### src/rtl/mcwd_pkg.sv
package mcwd_pkg;

  localparam int unsigned IdW       = 16;
  localparam int unsigned TmoW      = 32;
  localparam int unsigned FuncW     = 2;
  localparam int unsigned KindW     = 2;
  localparam int unsigned StatusW   = 2;

  // Stream packing: input word carries id then timeout, output word id then status.
  localparam int unsigned SDataW    = 48;
  localparam int unsigned MDataW    = 24;
  localparam int unsigned MPadW     = MDataW - IdW - StatusW;

  // Cap on expiry words per tick.
  localparam int unsigned MaxResults = 16;
  localparam int unsigned ResCntW    = 5;

  typedef enum logic [FuncW-1:0] {
    FUNC_ADD    = 2'd0,
    FUNC_KICK   = 2'd1,
    FUNC_REMOVE = 2'd2,
    FUNC_TICK   = 2'd3
  } func_e;

  typedef enum logic [KindW-1:0] {
    KIND_DONE      = 2'd0,
    KIND_EXPIRED   = 2'd1,
    KIND_QUIET     = 2'd2
  } kind_e;

  typedef enum logic [StatusW-1:0] {
    STS_OK        = 2'd0,
    STS_DUPLICATE = 2'd1,
    STS_NOT_FOUND = 2'd2,
    STS_FULL      = 2'd3
  } status_e;

  typedef struct packed {
    logic [IdW-1:0]  id;
    logic [TmoW-1:0] tmo;
    logic [TmoW-1:0] last;
  } entry_t;

endpackage

### src/rtl/mcwd_ram.sv
module mcwd_ram #(
  parameter int unsigned Width = 80,
  parameter int unsigned Depth = 16,
  localparam int unsigned AddrW = (Depth > 1) ? $clog2(Depth) : 1
) (
  input  logic             clk_i,
  input  logic             we_i,
  input  logic [AddrW-1:0] waddr_i,
  input  logic [Width-1:0] wdata_i,
  input  logic [AddrW-1:0] raddr_i,
  output logic [Width-1:0] rdata_o
);

  logic [Width-1:0] mem_q [Depth];
  logic [Width-1:0] rdata_q;

  always_ff @(posedge clk_i) begin
    if (we_i) begin
      mem_q[waddr_i] <= wdata_i;
    end
    rdata_q <= mem_q[raddr_i];
  end

  assign rdata_o = rdata_q;

endmodule

### src/rtl/multi_channel_watchdog_table.sv
// Channel   Dir  tdata (low bit up)                 tuser   tlast
// s_axis    in   watch_id[15:0], timeout[47:16]     func    -
// m_axis    out  expired_id[15:0], status[17:16]    kind    last word of this command
//
// A command walks the table entries one at a time in ST_SCAN; a tick visits every entry,
// an add that fits writes the new entry in ST_ADD_WR, and a remove moves each entry above
// the removed one down by one slot in ST_SHIFT.
// The single table RAM port pair (one read, one write per cycle) sets this pace.
// Reset clears the entry count and time counter; the table RAM is never cleared.
// Output stalls hold ST_FIN, and a tick scan at an expiry while an earlier one is waiting.
module multi_channel_watchdog_table #(
  parameter int unsigned MAX_WATCHES = 16
) (
  input  logic                           clk_i,
  input  logic                           rst_ni,

  input  logic                           s_axis_tvalid,
  output logic                           s_axis_tready,
  input  logic [mcwd_pkg::SDataW-1:0]    s_axis_tdata,   // watch_id, timeout_ticks
  input  logic [mcwd_pkg::FuncW-1:0]     s_axis_tuser,   // func

  output logic                           m_axis_tvalid,
  input  logic                           m_axis_tready,
  output logic [mcwd_pkg::MDataW-1:0]    m_axis_tdata,   // expired_id, status, zero pad
  output logic [mcwd_pkg::KindW-1:0]     m_axis_tuser,   // kind
  output logic                           m_axis_tlast    // last_result
);

  import mcwd_pkg::*;

  localparam int unsigned IdxW = (MAX_WATCHES > 1) ? $clog2(MAX_WATCHES) : 1;
  localparam int unsigned CntW = $clog2(MAX_WATCHES + 1);
  localparam int unsigned EntryW = $bits(entry_t);

  typedef enum logic [4:0] {
    ST_IDLE   = 5'b00001,
    ST_SCAN   = 5'b00010,
    ST_ADD_WR = 5'b00100,
    ST_SHIFT  = 5'b01000,
    ST_FIN    = 5'b10000
  } state_e;

  state_e              state_q, state_d;
  func_e               func_q, func_d;
  logic [IdW-1:0]      id_q, id_d;
  logic [TmoW-1:0]     tmo_q, tmo_d;
  logic [IdxW-1:0]     idx_q, idx_d;
  logic [CntW-1:0]     cnt_q, cnt_d;
  logic [TmoW-1:0]     now_q, now_d;
  logic [ResCntW-1:0]  nexp_q, nexp_d;
  logic                pend_vld_q, pend_vld_d;
  logic [IdW-1:0]      pend_id_q, pend_id_d;
  status_e             status_q, status_d;

  logic                out_vld_q, out_vld_d;
  kind_e               out_kind_q, out_kind_d;
  logic [IdW-1:0]      out_id_q, out_id_d;
  status_e             out_sts_q, out_sts_d;
  logic                out_last_q, out_last_d;

  // Table RAM ports
  logic                ram_we;
  logic [IdxW-1:0]     ram_waddr;
  entry_t              ram_wdata;
  logic [IdxW-1:0]     ram_raddr;
  entry_t              rd;
  logic [EntryW-1:0]   ram_rdata;

  logic                can_push;
  logic                push;
  logic                in_acc;
  logic [CntW-1:0]     idx_ext;
  logic                is_last;
  logic                more_shift;
  logic                has_next;
  logic                hit;
  logic [TmoW-1:0]     elapsed;
  logic                expired;
  logic [CntW-1:0]     rd_base;

  assign rd        = entry_t'(ram_rdata);
  assign can_push  = !out_vld_q || m_axis_tready;
  assign in_acc    = s_axis_tvalid && s_axis_tready;
  assign idx_ext   = CntW'(idx_q);
  assign is_last   = (idx_ext + CntW'(1)) == cnt_q;
  assign has_next  = (idx_ext + CntW'(1)) < cnt_q;
  assign more_shift = (idx_ext + CntW'(2)) < cnt_q;
  assign hit       = rd.id == id_q;
  assign elapsed   = now_q - rd.last;
  assign expired   = (elapsed >= rd.tmo) && (nexp_q < ResCntW'(MaxResults));

  always_comb begin
    state_d    = state_q;
    func_d     = func_q;
    id_d       = id_q;
    tmo_d      = tmo_q;
    idx_d      = idx_q;
    cnt_d      = cnt_q;
    now_d      = now_q;
    nexp_d     = nexp_q;
    pend_vld_d = pend_vld_q;
    pend_id_d  = pend_id_q;
    status_d   = status_q;

    ram_we     = 1'b0;
    ram_waddr  = idx_q;
    ram_wdata  = rd;

    push       = 1'b0;
    out_kind_d = out_kind_q;
    out_id_d   = out_id_q;
    out_sts_d  = out_sts_q;
    out_last_d = out_last_q;

    unique case (state_q)
      ST_IDLE: begin
        if (in_acc) begin
          func_d     = func_e'(s_axis_tuser);
          id_d       = s_axis_tdata[IdW-1:0];
          tmo_d      = s_axis_tdata[IdW +: TmoW];
          idx_d      = '0;
          nexp_d     = '0;
          pend_vld_d = 1'b0;
          status_d   = STS_OK;
          unique case (func_e'(s_axis_tuser))
            FUNC_TICK: begin
              now_d   = now_q + TmoW'(1);
              state_d = (cnt_q == '0) ? ST_FIN : ST_SCAN;
            end
            FUNC_ADD: begin
              if (cnt_q == CntW'(MAX_WATCHES)) begin
                status_d = STS_FULL;
                state_d  = ST_FIN;
              end else if (cnt_q == '0) begin
                state_d  = ST_ADD_WR;
              end else begin
                state_d  = ST_SCAN;
              end
            end
            default: begin
              if (cnt_q == '0) begin
                status_d = STS_NOT_FOUND;
                state_d  = ST_FIN;
              end else begin
                state_d  = ST_SCAN;
              end
            end
          endcase
        end
      end

      ST_SCAN: begin
        unique case (func_q)
          FUNC_TICK: begin
            if (expired && pend_vld_q && !can_push) begin
              // hold: previous expiry still waiting for the output register
            end else begin
              if (expired) begin
                if (pend_vld_q) begin
                  push       = 1'b1;
                  out_kind_d = KIND_EXPIRED;
                  out_id_d   = pend_id_q;
                  out_sts_d  = STS_OK;
                  out_last_d = 1'b0;
                end
                ram_we     = 1'b1;
                ram_wdata  = '{id: rd.id, tmo: rd.tmo, last: now_q};
                pend_vld_d = 1'b1;
                pend_id_d  = rd.id;
                nexp_d     = nexp_q + ResCntW'(1);
              end
              if (is_last) begin
                state_d = ST_FIN;
              end else begin
                idx_d = idx_q + IdxW'(1);
              end
            end
          end
          FUNC_ADD: begin
            if (hit) begin
              status_d = STS_DUPLICATE;
              state_d  = ST_ADD_WR;
            end else if (is_last) begin
              state_d  = ST_ADD_WR;
            end else begin
              idx_d = idx_q + IdxW'(1);
            end
          end
          FUNC_KICK: begin
            if (hit) begin
              ram_we    = 1'b1;
              ram_wdata = '{id: rd.id, tmo: rd.tmo, last: now_q};
              state_d   = ST_FIN;
            end else if (is_last) begin
              status_d = STS_NOT_FOUND;
              state_d  = ST_FIN;
            end else begin
              idx_d = idx_q + IdxW'(1);
            end
          end
          FUNC_REMOVE: begin
            if (hit) begin
              if (has_next) begin
                state_d = ST_SHIFT;
              end else begin
                cnt_d   = cnt_q - CntW'(1);
                state_d = ST_FIN;
              end
            end else if (is_last) begin
              status_d = STS_NOT_FOUND;
              state_d  = ST_FIN;
            end else begin
              idx_d = idx_q + IdxW'(1);
            end
          end
        endcase
      end

      ST_ADD_WR: begin
        ram_we    = 1'b1;
        ram_waddr = cnt_q[IdxW-1:0];
        ram_wdata = '{id: id_q, tmo: tmo_q, last: now_q};
        cnt_d     = cnt_q + CntW'(1);
        state_d   = ST_FIN;
      end

      ST_SHIFT: begin
        // move the entry above down by one slot
        ram_we    = 1'b1;
        ram_wdata = rd;
        if (more_shift) begin
          idx_d = idx_q + IdxW'(1);
        end else begin
          cnt_d   = cnt_q - CntW'(1);
          state_d = ST_FIN;
        end
      end

      ST_FIN: begin
        if (can_push) begin
          push       = 1'b1;
          out_last_d = 1'b1;
          out_id_d   = '0;
          out_sts_d  = STS_OK;
          if (func_q == FUNC_TICK) begin
            if (pend_vld_q) begin
              out_kind_d = KIND_EXPIRED;
              out_id_d   = pend_id_q;
            end else begin
              out_kind_d = KIND_QUIET;
            end
          end else begin
            out_kind_d = KIND_DONE;
            out_sts_d  = status_q;
          end
          pend_vld_d = 1'b0;
          state_d    = ST_IDLE;
        end
      end

      default: begin
        state_d = ST_IDLE;
      end
    endcase
  end

  // Read one slot ahead of the write while moving entries down.
  assign rd_base   = CntW'(idx_d) + ((state_d == ST_SHIFT) ? CntW'(1) : CntW'(0));
  assign ram_raddr = rd_base[IdxW-1:0];

  assign out_vld_d = push ? 1'b1 : (m_axis_tready ? 1'b0 : out_vld_q);

  always_ff @(posedge clk_i or negedge rst_ni) begin
    if (!rst_ni) begin
      state_q    <= ST_IDLE;
      cnt_q      <= '0;
      now_q      <= '0;
      nexp_q     <= '0;
      pend_vld_q <= 1'b0;
      out_vld_q  <= 1'b0;
    end else begin
      state_q    <= state_d;
      cnt_q      <= cnt_d;
      now_q      <= now_d;
      nexp_q     <= nexp_d;
      pend_vld_q <= pend_vld_d;
      out_vld_q  <= out_vld_d;
    end
  end

  always_ff @(posedge clk_i) begin
    func_q     <= func_d;
    id_q       <= id_d;
    tmo_q      <= tmo_d;
    idx_q      <= idx_d;
    pend_id_q  <= pend_id_d;
    status_q   <= status_d;
    if (push) begin
      out_kind_q <= out_kind_d;
      out_id_q   <= out_id_d;
      out_sts_q  <= out_sts_d;
      out_last_q <= out_last_d;
    end
  end

  mcwd_ram #(
    .Width (EntryW),
    .Depth (MAX_WATCHES)
  ) u_table (
    .clk_i   (clk_i),
    .we_i    (ram_we),
    .waddr_i (ram_waddr),
    .wdata_i (ram_wdata),
    .raddr_i (ram_raddr),
    .rdata_o (ram_rdata)
  );

  assign s_axis_tready = state_q == ST_IDLE;
  assign m_axis_tvalid = out_vld_q;
  assign m_axis_tdata  = {{MPadW{1'b0}}, out_sts_q, out_id_q};
  assign m_axis_tuser  = out_kind_q;
  assign m_axis_tlast  = out_last_q;

endmodule

### config.mk
export PLATFORM = sky130hd
export DESIGN_NAME = multi_channel_watchdog_table
export DESIGN_NICKNAME = d
export VERILOG_FILES = /design/src/rtl/mcwd_pkg.sv /design/src/rtl/mcwd_ram.sv /design/src/rtl/multi_channel_watchdog_table.sv
export SDC_FILE = /design/constraint.sdc
export NUM_CORES = 1
export LEC_CHECK = 0
export BUFFER_PORTS_ARGS = -buffer_cell sky130_fd_sc_hd__buf_2
export CAP_MARGIN = 10
export CORE_UTILIZATION = 65
export CTS_BUF_LIST = sky130_fd_sc_hd__clkbuf_8
export DETAILED_ROUTE_END_ITERATION = 12
export PLACE_DENSITY = 0.82
export SETUP_SLACK_MARGIN = 0.05
export SYNTH_ARGS = -nofsm -noshare
export SYNTH_HDL_FRONTEND = slang
export SYNTH_SLANG_ARGS = --single-unit
### constraint.sdc
create_clock -name clk_i -period 21.2 [get_ports clk_i]
set_clock_uncertainty 0.15 [all_clocks]
set_input_delay 2.12 -clock clk_i [delete_from_list [all_inputs] [get_ports clk_i]]
set_output_delay 2.12 -clock clk_i [all_outputs]
set_load 0.005 [all_outputs]
==> flow_summary_export.csv <==
group,metric,value,unit
run_status,run_status,"completed",
logic_synthesis,synth.mux.area_fraction,15.2,%
drt,drt-vias-per-instance,6.75,
critical_path,timing.critical_path.from_type,"flip-flop",
placed_design,placedCellCount,4146,
pwr,vdd_drop_max,0.258,mV
logic_synthesis,synth_compound_area_share,3.22,%
global_route,grt_first_pass_wirelength,201,mm
final_layout,final_core_utilization,73.0,%
pwr,finalPower,0.00837,W
critical_path,worst_r2r_startpoint,"now_q[0]$_DFFE_PN0P_",
logic_synthesis,yosys.area_share.adder,1.91,%
logic_synthesis,syn_area_per_cell,20.1,um2
final_layout,multi_input_comb_area,14900,um2
die,fp.dieArea,93000,um2
critical_path,path_max_fanout,127,
sta,rsz0062_at_grt,"no",
cts,insertion_delay,870,ps
final_layout,area_delta_synth_final,10.6,%
drt,dr_total_vias,30811,
cts,clock_sink_count,1502,
sta,setup_slack,11300,ps
logic_synthesis,yosys_warnings,0,
logic_synthesis,synth_top_family_by_area,"multiplexers",
critical_path,setup.reg_to_reg.worst_slack,11300,ps
cts,cts_root_buf,"sky130_fd_sc_hd__clkbuf_8",
drt,post_drt_wl_per_cell,29.7,um
critical_path,ff2ff_path_depth,28,
cts,clock_tree.htree_level_count,4,
pwr,pwr-share-comb,26.3,%
hold_path,hp-class,"reg -> reg",
cts,number_of_cells_upsized_or_downsized_after_cts,0,
pwr,p_clk_share,27.0,%
placed_design,place_ws,11280,ps
drt,final_antenna_net_count,0,
cts,cts_buf_count,222,
critical_path,worst_ep_arrival_time,10470,ps
pwr,switching_share,29.4,%
drt,drt_drc_violations_left,0,
cts,post_cts_buffers,0,
sta,hold_viol_final,0,
cts,postCtsHoldBufs,0,
logic_synthesis,yosysSeqAreaShare,73.8,%
pwr,power.share.sequential,46.8,%
logic_synthesis,syn-instance-count,2962,
die,core-area,90400,um2
sta,max_freq,101,MHz
critical_path,crit_path_max_incr_delay,830,ps
cts,clockBufferDepth,3,
global_route,grt_pass1_vias,32026,
sta,worstMarginPinSlew,1300,ps
placed_design,globalplace.congestion,0.920,
drt,route.final.wire_length,135,mm
hold_path,min_from,"u_table.rdata_o[68]$_DFF_P_",
critical_path,worst_reg2reg_path_endpoint,"u_table.rdata_o[4]$_DFF_P_",
critical_path,cp-end-kind,"flip-flop",
logic_synthesis,yosys.cell_types.count,75,
critical_path,cp_slowest_cell,"sky130_fd_sc_hd__buf_4",
logic_synthesis,ys_seq_elements,1502,
final_layout,register_cell_area_after_layout,44000,um2
logic_synthesis,postSynth.topFlopCell,"sky130_fd_sc_hd__edfxtp_1",
logic_synthesis,mappedNetlistArea,59600,um2
logic_synthesis,synth.top_cells.by_count,"sky130_fd_sc_hd__edfxtp_1, sky130_fd_sc_hd__mux4_2, sky130_fd_sc_hd__nand2_1, sky130_fd_sc_hd__clkbuf_1, sky130_fd_sc_hd__inv_1",
placed_design,place_hpwl,72.4,mm
drt,drt_pre_antenna_iters,6,
pwr,p_leak,22.0,nW
hold_path,hold_path_end,"pend_id_q[4]$_DFFE_PP_",
sta,tns,0,ps
logic_synthesis,yosys.cell_count.top_type,"sky130_fd_sc_hd__edfxtp_1",
die,placement_rows,110,
critical_path,critPathRequiredTime,21770,ps
sta,slew-limit-headroom,13.5,%
sta,slew_violations,0,
final_layout,drive_gt1_share,25.8,%
global_route,grt_start_max_net_pins,137,
die,die_span_in_x,305,um
cts,cts.clk_slew.worst_paths,60,ps
sta,final_min_period_over_clock_period,46.7,%
sta,min_period,9900,ps
final_layout,nFillCells,4896,
die,pin_count,83,
logic_synthesis,async_flop_share,3.26,%
logic_synthesis,synthXorXnorAreaFrac,1.37,%
cts,tritoncts,"yes",
hold_path,whs_path_depth,0,
pwr,cell_pwr_density,127,nW/um2
logic_synthesis,synth_area_leaders,"sky130_fd_sc_hd__edfxtp_1, sky130_fd_sc_hd__mux4_2, sky130_fd_sc_hd__dfxtp_1",
global_route,grt_antenna_before_repair,1,
drt,detailedRoute.firstIterationViolations,4230,
job,timing.max_cap.violations,0,
placed_design,number_of_i_o_port_buffers,76,
global_route,globalRoute.totalOverflow,0,
critical_path,critPathKind,"reg -> reg",
logic_synthesis,synth_enable_flop_cells,1369,
final_layout,post_layout_nonfiller_instances,4566,
pwr,switchingPower,0.00246,W
logic_synthesis,post_synth_and_or_nand_nor_area_fraction,2.87,%
global_route,gr-usage-all-layers,29.8,%
logic_synthesis,netlist.top_cell.by_area,"sky130_fd_sc_hd__edfxtp_1",
die,die_h,305,um
sta,setup_viol_count_final,0,
logic_synthesis,synth_top_area_share,68.9,%
final_layout,fin_nets,3341,
die,floorplan.initialDensity,66.0,%
pwr,internal_power,0.00591,W
[power by group through the flow]
stage	sequential, W	combinational (W)	clock, W
after global routing	0.00392	0.00237	0.00241
after floorplan	0.00391	0.00163	0
after global placement	0.00396	0.00206	0
after detailed placement	0.00397	0.00217	0
after CTS	0.00391	0.00219	0.00229
final	0.00391	0.00220	0.00226
[worst max path at each step]
stage,start,end,slack (ps),depth (start not counted)
floorplan,now_q[0]$_DFFE_PN0P_,u_table.mem_q[2][0]$_DFFE_PP_,11760,25
global placement,now_q[0]$_DFFE_PN0P_,u_table.rdata_o[4]$_DFF_P_,11560,28
detailed placement,now_q[0]$_DFFE_PN0P_,u_table.rdata_o[15]$_DFF_P_,11280,28
CTS,now_q[0]$_DFFE_PN0P_,u_table.rdata_o[4]$_DFF_P_,11280,28
global route,now_q[0]$_DFFE_PN0P_,u_table.rdata_o[4]$_DFF_P_,10660,28
finish,now_q[0]$_DFFE_PN0P_,u_table.rdata_o[4]$_DFF_P_,11300,28
[final cells by class]
type                            count  area share, %
Antenna cell                        2        0.00759
Clock buffer                      242           5.05
Sequential cell                  1502           66.7
Clock inverter                    173           1.53
Tap cell                         1176           2.23
Multi-Input combinational cell   1238           22.6
Inverter                           92          0.524
Timing Repair Buffer              141           1.37
[flip-flops by register name, indices dropped and copies added (netlist names), 2 cells and up]
name             cells
pend_id_q           16
now_q               32
tmo_q               32
u_table.mem_q     1280
nexp_q               5
u_table.rdata_o     80
state_q              5
idx_q                4
m_axis_tuser         2
func_q               2
out_id_q            16
id_q                16
cnt_q                5
out_sts_q            2
status_q             2
[per-stage QoR]
stage          hold slack [ps]  cell area [um2]
3_5_place_dp               311            61600
2_1_floorplan              299            59700
3_3_place_gp               306            61600
4_1_cts                    336            65900
5_1_grt                    356            66000
6_report                   335            66000
[cells by family (layout without fill, tap and decap cells)]
group | Yosys count | after routing
compound gates | 287 | 287
xor+xnor | 90 | 90
fa+ha+maj | 90 | 90
buf+inv | 227 | 648
flops | 1502 | 1502
mux | 407 | 407
other cells | 1 | 8
simple gates | 358 | 358
[metal layers]
layer  global-route usage (%)  wire length (um)  up-vias
li1                         -                 -    12621
met1                     41.2             51000    15956
met2                     47.6             67400     1937
met3                     6.22             13200      297
met4                     10.9              3820        0
met5                        0                 0        -
[cells in the final DEF, fill, tap and decap left out, types with 40 or more instances in the layout]
master,synthesis,routed
sky130_fd_sc_hd__mux4_2,400,400
sky130_fd_sc_hd__xnor2_1,54,54
sky130_fd_sc_hd__dfxtp_1,84,84
sky130_fd_sc_hd__a21oi_1,52,52
sky130_fd_sc_hd__edfxtp_1,1369,1369
sky130_fd_sc_hd__nand2_1,144,144
sky130_fd_sc_hd__nor2_1,58,40
sky130_fd_sc_hd__buf_4,6,60
sky130_fd_sc_hd__buf_2,10,77
sky130_fd_sc_hd__o21ai_0,89,63
sky130_fd_sc_hd__inv_1,92,194
sky130_fd_sc_hd__dfrtp_1,48,48
sky130_fd_sc_hd__clkbuf_8,0,242
sky130_fd_sc_hd__ha_1,88,86
[worst max-delay path, delay by kind of cell (launching register included)]
family,cells,cell delay (ps)
AOI/OAI and AO/OA,9,2150
xor gates and xnor gates,1,130
adders and majority gates,4,1680
buffers and inverters,4,1780
DFF,1,480
muxes,2,1090
and+or+nand+nor,8,2060
Power figures use the tool's default switching activity.
